===== src/hdl/rcmr_pkg.sv =====
// shared constants and action codes for the rod cutting revenue unit
`timescale 1ns / 1ps
package rcmr_pkg;

  localparam int NUM_PIECES_DEF     = 10;
  localparam int MAX_ROD_LENGTH_DEF = 64;

  localparam int ACTION_W = 1;
  localparam int INDEX_W  = 4;
  localparam int PLEN_W   = 7;
  localparam int PRICE_W  = 16;
  localparam int ROD_W    = 7;
  localparam int OUT_W    = 23;
  localparam int REV_W    = 24;

  localparam logic [ACTION_W-1:0] ACT_LOAD  = 1'b0;
  localparam logic [ACTION_W-1:0] ACT_QUERY = 1'b1;

endpackage


===== src/hdl/rod_cutting_max_revenue_unit.sv =====
// Rod cutting best revenue unit: top level with piece table and scan sequencer
//
// Input channel (in_valid / in_stall) carries one item per transfer. A load
// (in_action low) writes one piece entry and completes in the transfer cycle;
// an index beyond the table is dropped. A query (in_action high) asks for the
// best revenue of in_rod_length, saturated to MAX_ROD_LENGTH.
// A query rebuilds the revenue store bottom up with one shared add and
// compare: for each length m it scans the piece entries in order, one memory
// read per piece, until the table ends or an entry is zero or longer than m,
// then writes the best revenue of m. Length 0 skips the scan. in_stall stays
// high until the result sits in the output register.
// Result channel (out_valid / out_stall) gives one transfer per query, none
// per load. The output register lets a new item in while a result waits; if a
// second result is ready before the first is taken, the unit holds it.
// Reset (rst_n low, synchronous) clears the sequencer and the output valid;
// piece table and revenue store are undefined until written, so all pieces
// must be loaded before the first query.
`timescale 1ns / 1ps
module rod_cutting_max_revenue_unit #(
  parameter int NUM_PIECES     = rcmr_pkg::NUM_PIECES_DEF,
  parameter int MAX_ROD_LENGTH = rcmr_pkg::MAX_ROD_LENGTH_DEF
) (
  input  logic                          clk,
  input  logic                          rst_n,
  input  logic                          in_valid,
  output logic                          in_stall,
  input  logic [rcmr_pkg::ACTION_W-1:0] in_action,
  input  logic [rcmr_pkg::INDEX_W-1:0]  in_entry_index,
  input  logic [rcmr_pkg::PLEN_W-1:0]   in_piece_length,
  input  logic [rcmr_pkg::PRICE_W-1:0]  in_piece_price,
  input  logic [rcmr_pkg::ROD_W-1:0]    in_rod_length,
  output logic                          out_valid,
  input  logic                          out_stall,
  output logic signed [rcmr_pkg::OUT_W-1:0] out_best_revenue
);
  import rcmr_pkg::*;

  localparam int LW   = $clog2(MAX_ROD_LENGTH + 1);
  localparam int PIW  = (NUM_PIECES > 1) ? $clog2(NUM_PIECES) : 1;
  localparam int CW   = $clog2(NUM_PIECES + 1);
  localparam int CMPW = (LW > PLEN_W) ? LW : PLEN_W;
  localparam int EIW  = (CW > INDEX_W) ? CW : INDEX_W;

  localparam logic [2:0] S_IDLE  = 3'd0;
  localparam logic [2:0] S_SCAN  = 3'd1;
  localparam logic [2:0] S_WRITE = 3'd2;
  localparam logic [2:0] S_DONE  = 3'd3;

  logic [PLEN_W-1:0]  plen_r  [NUM_PIECES];
  logic [PRICE_W-1:0] price_r [NUM_PIECES];

  logic [2:0]        state_r, state_nxt;
  logic [LW-1:0]     m_r, m_nxt;
  logic [LW-1:0]     n_r, n_nxt;
  logic [CW-1:0]     i_r, i_nxt;
  logic [REV_W-1:0]  best_r, best_nxt;
  logic              pend_r, pend_nxt;
  logic [PRICE_W-1:0] pprice_r, pprice_nxt;
  logic              out_valid_r, out_valid_nxt;
  logic [OUT_W-1:0]  out_rev_r, out_rev_nxt;

  logic              in_xfer;
  logic              load_xfer;
  logic              query_xfer;
  logic [CMPW-1:0]   rod_ext;
  logic [LW-1:0]     rod_sat;
  logic [PIW-1:0]    pidx;
  logic [CMPW-1:0]   len_ext;
  logic [CMPW-1:0]   m_ext;
  logic [CMPW-1:0]   diff;
  logic              piece_ok;
  logic [REV_W-1:0]  offer;
  logic [REV_W-1:0]  best_cur;

  logic              wr_en;
  logic [LW-1:0]     wr_addr;
  logic [REV_W-1:0]  wr_data;
  logic [LW-1:0]     rd_addr;
  logic [REV_W-1:0]  rd_data;

  assign in_stall   = (state_r != S_IDLE);
  assign in_xfer    = in_valid && !in_stall;
  assign load_xfer  = in_xfer && (in_action == ACT_LOAD);
  assign query_xfer = in_xfer && (in_action == ACT_QUERY);

  assign rod_ext = CMPW'(in_rod_length);
  assign rod_sat = (rod_ext > CMPW'(MAX_ROD_LENGTH)) ? LW'(MAX_ROD_LENGTH) : LW'(in_rod_length);

  // piece table loads
  always_ff @(posedge clk) begin
    if (load_xfer && (EIW'(in_entry_index) < EIW'(NUM_PIECES))) begin
      plen_r[PIW'(in_entry_index)]  <= in_piece_length;
      price_r[PIW'(in_entry_index)] <= in_piece_price;
    end
  end

  // current piece under scan; past the table it is never used
  assign pidx     = PIW'(i_r);
  assign len_ext  = CMPW'(plen_r[pidx]);
  assign m_ext    = CMPW'(m_r);
  assign diff     = m_ext - len_ext;
  assign piece_ok = (i_r != CW'(NUM_PIECES)) && (len_ext != '0) && (len_ext <= m_ext);

  // shared add and compare; price is unsigned, stored revenue signed
  assign offer    = REV_W'(pprice_r) + rd_data;
  assign best_cur = (pend_r && ($signed(offer) > $signed(best_r))) ? offer : best_r;

  always_comb begin
    state_nxt     = state_r;
    m_nxt         = m_r;
    n_nxt         = n_r;
    i_nxt         = i_r;
    best_nxt      = best_r;
    pend_nxt      = 1'b0;
    pprice_nxt    = pprice_r;
    out_valid_nxt = out_valid_r && out_stall;
    out_rev_nxt   = out_rev_r;
    wr_en         = 1'b0;
    wr_addr       = m_r;
    wr_data       = best_r;
    rd_addr       = LW'(diff);
    unique case (state_r)
      S_IDLE: begin
        if (query_xfer) begin
          // revenue of length 0 is zero
          wr_en   = 1'b1;
          wr_addr = '0;
          wr_data = '0;
          n_nxt   = rod_sat;
          m_nxt   = LW'(1);
          i_nxt   = '0;
          if (rod_sat == '0) begin
            best_nxt  = '0;
            state_nxt = S_DONE;
          end else begin
            best_nxt  = '1;
            state_nxt = S_SCAN;
          end
        end
      end
      S_SCAN: begin
        best_nxt = best_cur;
        if (piece_ok) begin
          pend_nxt   = 1'b1;
          pprice_nxt = price_r[pidx];
          i_nxt      = i_r + CW'(1);
        end else begin
          state_nxt = S_WRITE;
        end
      end
      S_WRITE: begin
        wr_en = 1'b1;
        if (m_r == n_r) begin
          state_nxt = S_DONE;
        end else begin
          m_nxt     = m_r + LW'(1);
          i_nxt     = '0;
          best_nxt  = '1;
          state_nxt = S_SCAN;
        end
      end
      S_DONE: begin
        if (!out_valid_r || !out_stall) begin
          out_valid_nxt = 1'b1;
          out_rev_nxt   = best_r[OUT_W-1:0];
          state_nxt     = S_IDLE;
        end
      end
      default: begin
        state_nxt = S_IDLE;
      end
    endcase
  end

  always_ff @(posedge clk) begin
    if (!rst_n) begin
      state_r     <= S_IDLE;
      pend_r      <= 1'b0;
      out_valid_r <= 1'b0;
    end else begin
      state_r     <= state_nxt;
      pend_r      <= pend_nxt;
      out_valid_r <= out_valid_nxt;
    end
  end

  always_ff @(posedge clk) begin
    m_r       <= m_nxt;
    n_r       <= n_nxt;
    i_r       <= i_nxt;
    best_r    <= best_nxt;
    pprice_r  <= pprice_nxt;
    out_rev_r <= out_rev_nxt;
  end

  rcmr_rev_mem #(
    .DEPTH (MAX_ROD_LENGTH + 1),
    .AW    (LW)
  ) u_rev_mem (
    .clk     (clk),
    .wr_en   (wr_en),
    .wr_addr (wr_addr),
    .wr_data (wr_data),
    .rd_addr (rd_addr),
    .rd_data (rd_data)
  );

  assign out_valid        = out_valid_r;
  assign out_best_revenue = $signed(out_rev_r);

endmodule


===== src/hdl/rcmr_rev_mem.sv =====
// revenue store: one write port, one read port with registered read data
`timescale 1ns / 1ps
module rcmr_rev_mem #(
  parameter int DEPTH = 65,
  parameter int AW    = 7
) (
  input  logic                       clk,
  input  logic                       wr_en,
  input  logic [AW-1:0]              wr_addr,
  input  logic [rcmr_pkg::REV_W-1:0] wr_data,
  input  logic [AW-1:0]              rd_addr,
  output logic [rcmr_pkg::REV_W-1:0] rd_data
);
  import rcmr_pkg::*;

  logic [REV_W-1:0] mem [DEPTH];
  logic [REV_W-1:0] rd_data_r;

  always_ff @(posedge clk) begin
    if (wr_en) begin
      mem[wr_addr] <= wr_data;
    end
    rd_data_r <= mem[rd_addr];
  end

  assign rd_data = rd_data_r;

endmodule

===== config.mk =====
export PLATFORM = sky130hd
export DESIGN_NAME = rod_cutting_max_revenue_unit
export DESIGN_NICKNAME = d
export VERILOG_FILES = /design/src/hdl/rcmr_pkg.sv /design/src/hdl/rod_cutting_max_revenue_unit.sv /design/src/hdl/rcmr_rev_mem.sv
export SDC_FILE = /design/constraint.sdc
export NUM_CORES = 2
export LEC_CHECK = 0
export BUFFER_PORTS_ARGS = -buffer_cell sky130_fd_sc_hd__clkbuf_2
export CORE_UTILIZATION = 40
export CTS_BUF_LIST = sky130_fd_sc_hd__clkbuf_4 sky130_fd_sc_hd__clkbuf_8 sky130_fd_sc_hd__clkbuf_16
export CTS_CLUSTER_SIZE = 16
export DETAILED_ROUTE_END_ITERATION = 12
export GPL_ROUTABILITY_DRIVEN = 0
export PLACE_DENSITY = 0.59
export SYNTH_ARGS = -nofsm -noshare
export SYNTH_HDL_FRONTEND = slang
export SYNTH_SLANG_ARGS = --single-unit

===== constraint.sdc =====
create_clock -name clk -period 15.9 [get_ports clk]
set_clock_uncertainty 0.05 [all_clocks]
set_input_delay 0.795 -clock clk [delete_from_list [all_inputs] [get_ports clk]]
set_output_delay 0.795 -clock clk [all_outputs]
set_load 0.02 [all_outputs]

Word level (Yosys, flattened, before mapping)
Memories as Yosys holds them, arrays and structs flattened. A register that Yosys moved wholly into a read port is not among the register bits.
Index checks and enable logic that the tools add are counted.

word-level totals
  bits in registers = 70
  memory bits (writable) = 1790
  bits of input ports = 39
  output and inout bits = 25
  word-level logic and storage cells = 90
  memories kept = 3

memories
  memory         words  bits a word  rd ports  clocked after memory_dff  wr ports  RTL line                            text
  u_rev_mem.mem  65     24           1         1                         1         rcmr_rev_mem.sv:16                  logic [REV_W-1:0] mem [DEPTH];
  price_r        10     16           1         1                         1         rod_cutting_max_revenue_unit.sv:50  logic [PRICE_W-1:0] price_r [NUM_PIECES];
  plen_r         10     7            1         1                         1         rod_cutting_max_revenue_unit.sv:49  logic [PLEN_W-1:0] plen_r [NUM_PIECES];

cells by class
  add/sub/neg operators = 4
  order comparisons = 4
  equal/unequal tests = 11
  multiplexer cells = 33
  bitwise logic cells = 1
  reductions and logical operators = 26

operators with widths
  kind                 number
  $mux 24              6
  $pmux 24 s3          1
  $mux 7               5
  $add 16x24->24       1
  $gt 24x24->1         1
  $mux 4               4
  $pmux 7 s2           1
  $ne 2x2->1 const B   6
  $pmux 3 s4           1
  $pmux 4 s3           1
  $mux 3               3
  $logic_and 1x1->1    8
  $mux 1               8
  $reduce_and 2->1     4
  $reduce_and 4->1     2
  $add 7x1->7 const B  1
  $eq 7x7->1           1
  $gt 7x7->1 const B   1
  $le 7x7->1           1
  $logic_not 7->1      1
  $reduce_bool 7->1    1
  $sub 7x7->7          1
  $eq 3x2->1 const B   2
  $reduce_and 3->1     2
  12 further kinds     16

Longest topological paths before layout
  word-level depth = 8
  depth in mapped cells = 18
  mapped depth without buffers = 18

Cells and area by module
A second synthesis with hierarchy kept.

unflattened totals
  cells, all modules = 3878
  area, all modules = 74956.9 um^2

by module, submodules not included
  module                        times used  cells an instance  area each (um^2)  sequential area each (um^2)
  rcmr_rev_mem                  1           2952               60757.0           47325.4
  rod_cutting_max_revenue_unit  1           926                14199.9           9499.1

Least setup slack after synthesis
Ideal clock, no wire load.

  kind = register to register
  from = register pprice_r[10] (read register of price_r)
  to = register best_r[0], enable pin
  setup time = 0.413 ns
  arrival = 4.740 ns
  data required time = 15.437 ns
  setup slack = 10.697 ns
  stages on the path, launching flop included = 16
  buffers on the path = 0
  period minus slack after synthesis = 5.203 ns
  cell sequence = edfxtp_1 > ha_1 > a21oi_1 > o21ai_0 > a31o_2 > or3b_2 > o21ai_1 > nor2_1 > xor2_1 > ha_1 > nand4_1 > nor3_1 > nor4bb_1 > a221o_1 > o211ai_1 > a21oi_1

between the ends
  longest elaborated chain between the ends = 5

RTL lines
  what                               RTL line                             text
  start, declared                    rod_cutting_max_revenue_unit.sv:58   logic [PRICE_W-1:0] pprice_r, pprice_nxt;
  $add 16x24->24                     rod_cutting_max_revenue_unit.sv:105  assign offer = REV_W'(pprice_r) + rd_data;
  $gt 24x24->1                       rod_cutting_max_revenue_unit.sv:106  assign best_cur = (pend_r && ($signed(offer) > $signed(best_r))) ? offer : best_r;
  $logic_and 1x1->1                  rod_cutting_max_revenue_unit.sv:106
  $ne 2x2->1 (no source line)        -
  $reduce_and 4->1 (no source line)  -
  end signal, assigned               rod_cutting_max_revenue_unit.sv:191  best_r <= best_nxt;
  end, declared                      rod_cutting_max_revenue_unit.sv:56   logic [REV_W-1:0] best_r, best_nxt;

Every way passes these cells.
A chain may end at the register's enable or synchronous reset.

==> reports/qor.csv <==
stage;metric;value;unit
sta;layout_setup_ws;8.38;ns
min_path;worstHoldPathType;in2reg;
sta;rsz0062_at_grt;false;
critical_path;crit_type;reg2reg;
detailed_routing;wire_per_inst;30.6;um
critical_path;critPathLaunchType;flip-flop;
logic_synthesis;yosysTopAreaCellShare;75.4;%
cells_and_area;postLayoutCoreUtil;45.8;%
detailed_routing;vias_per_cell;5.73;
clocking;cts_tree;done;
die;io_pins;64;
logic_synthesis;ys_seq_elements;1903;
detailed_routing;dr.pass1.iters;6;
clocking;htree_levels;4;
critical_path;crit_path_max_fanout;63;
logic_synthesis;synth_area_leaders;edfxtp_1, mux4_2, ha_1;
detailed_routing;final_antenna_net_count;0;
logic_synthesis;avgSynthCellArea;21.9;um^2
clocking;clockBufferDepth;3;
logic_synthesis;synth_nets;3500;
sta;min_period;7.52;ns
global_route;grt_start_max_net_pins;116;
clocking;cts_resized;0;
critical_path;critPathTopFamily;buffers and inverters;
sta;worstMarginPinSlew;1.39;ns
logic_synthesis;syn_area;0.0745;mm^2
global_route;grt_usage;20.4;%
clocking;cts.clk_slew.worst_paths;0.07;ns
critical_path;slowest_delay;1.04;ns
logic_synthesis;synth_top_cell_by_area;edfxtp_1;
outcome;outcome;finished, final reports clean;
placed_design;dpl-instance-area;0.0787;mm^2
die;core_area;0.185;mm^2
sta;slew_headroom;7.07;%
logic_synthesis;ys.warnings.count;0;
clocking;clock_sinks;1903;
die;rows;158;
detailed_routing;remaining_drc_errors;0;
critical_path;r2r_setup_slack;8.38;ns
die;fp.dieArea;0.188;mm^2
logic_synthesis;synthArstFlopShare;0;%
logic_synthesis;ys_seq_area_share;76.2;%
die;die_h;434;um
critical_path;timing.rr.end;u_rev_mem.rd_data[20];
logic_synthesis;ys_types;62;
sta;max_freq;0.133;GHz
cells_and_area;finish.instance_area;0.0848;mm^2
logic_synthesis;ys.flop_type;edfxtp_1;
logic_synthesis;synth_most_common_cell;edfxtp_1;
clocking;clock_latency;0.82;ns
logic_synthesis;synth_edf_count;1871;
global_route;grt_pass1_vias;35900;
cells_and_area;area_delta_synth_final;13.8;%
placed_design;io_buffer_count;63;
critical_path;crit_chain;buf_4, mux2i_1, mux4_2, o21ai_2, ha_4, inv_1, fa_4, buf_4, buf_4, buf_4, mux4_2, mux4_2, a21boi_0, a211oi_1, nor3_1;
job;max-cap-violations;0;
critical_path;cp.required;16.52;ns
detailed_routing;drtIter0Drc;4367;
critical_path;arrival;8.15;ns
sta;slew_viol_final;0;
detailed_routing;num_vias;35700;
critical_path;end_kind;flip-flop;
sta;finalHoldViolCount;0;
logic_synthesis;synth_cells;3405;
critical_path;cp.depth;15;
logic_synthesis;synth_common_cells;edfxtp_1, mux4_2, nor2_1;
clocking;clockRootBuffer;clkbuf_16;
critical_path;crit_top_cell;buf_4;
sta;finalSetupTns;0;ns
global_route;grt_overflow;0;
clocking;postCtsSetupBuffers;0;
critical_path;cp_slowest_cell;fa_4;
cells_and_area;drive_above_1_share;29.6;%
sta;setup_viol;0;
critical_path;cp-endpoint;u_rev_mem.rd_data[20];
global_route;antenna_found_initial;12;
critical_path;r2r_cells;15;
placed_design;dp.final_hpwl;104000;um
clocking;cts_inserted_buffers;190;
sta;fin_crit_sh;47.3;%
critical_path;path_buf_inv;5;
die;fp.dieW;434;um
placed_design;place_ws;8.41;ns
die;start_util;40.2;%
clocking;cts_hold_buf;0;
global_route;grt_first_pass_wirelength;270000;um
cells_and_area;fin_nets;3684;
detailed_routing;routed_wl;190000;um
layer usage:
layer | GRT usage, % | vias up | part of all wire, % | wire length [um]
met5 | 0 | - | 0.011 | 20
met4 | 4.94 | 2 | 2.1 | 4050
met3 | 3.81 | 257 | 7.5 | 14200
met2 | 33.2 | 1376 | 49 | 93100
met1 | 28.3 | 19400 | 41 | 78800
li1 | - | 14700 | - | -
stage by stage:
stage	instances	hold WS [ns]
global placement	5877	0.389
CTS	6220	0.185
finish	6221	0.241
global route	6220	0.218
detailed placement	5877	0.398
floorplan	3405	0.376
layout make-up:
type                    count  area [um^2]
diodes                      1         2.50
clock buffers             246         5290
clock inverters            97          852
fillers                 15400       100000
inverters                  50          189
multi-input cells        1283        17500
flip-flops and latches   1903        56800
well taps                2480         3100
repair buffers            161         1100
sequential cells by signal (all words and copies together) (netlist names), named ones only:
signal,flops
out_best_revenue,23
state_r,2
best_r,24
m_ext,7
plen_r,70
u_rev_mem.rd_data,24
i_r,4
price_r,160
pprice_r,16
u_rev_mem.mem,1560
out_valid,1
pend_r,1
n_r,7
cells by family (layout without fill, tap and decap cells):
| kind of cell | after synthesis | after routing | share of synthesized area, % |
|---|---|---|---|
| AO/OA/AOI/OAI | 262 | 262 | 2.41 |
| XOR/XNOR | 34 | 34 | 0.399 |
| adder cells (fa/ha/maj) | 56 | 56 | 0.960 |
| buffers and inverters | 219 | 554 | 1.35 |
| flip-flops | 1903 | 1903 | 76.2 |
| multiplexers | 563 | 563 | 16.3 |
| other | 0 | 1 | 0 |
| AND/OR/NAND/NOR | 368 | 368 | 2.32 |
worst min path at each step:
stage          cells past startpoint              start                    to  slack, ns
2_1_floorplan                      0         best_r[10]  out_best_revenue[10]       0.38
3_3_place_gp                       0          best_r[4]   out_best_revenue[4]       0.39
3_5_place_dp                       0          best_r[5]   out_best_revenue[5]       0.40
4_1_cts                            1  in_piece_price[4]         price_r[2][4]       0.18
5_1_grt                            1  in_piece_price[3]         price_r[0][3]       0.22
6_report                           1  in_piece_price[4]         price_r[9][4]       0.24
layout by cell type (no fill, tap or decap), types with 29 or more instances in the layout:
cell type     n
edfxtp_1   1871
mux4_2      522
clkbuf_16   195
buf_4        94
nor2_4       82
a211oi_1     70
nor2_1       64
clkbuf_2     63
nand2_1      58
ha_1         53
a21oi_1      51
a21boi_0     51
inv_1        49
clkbuf_4     47
clkinv_1     43
nor2b_1      34
mux2i_1      34
nor3_1       34
dfxtp_1      32
clkinv_2     29
Power is left out: the tool's default activity adds up to more than one toggle a clock period on the data nets, which glitch-free logic cannot reach.
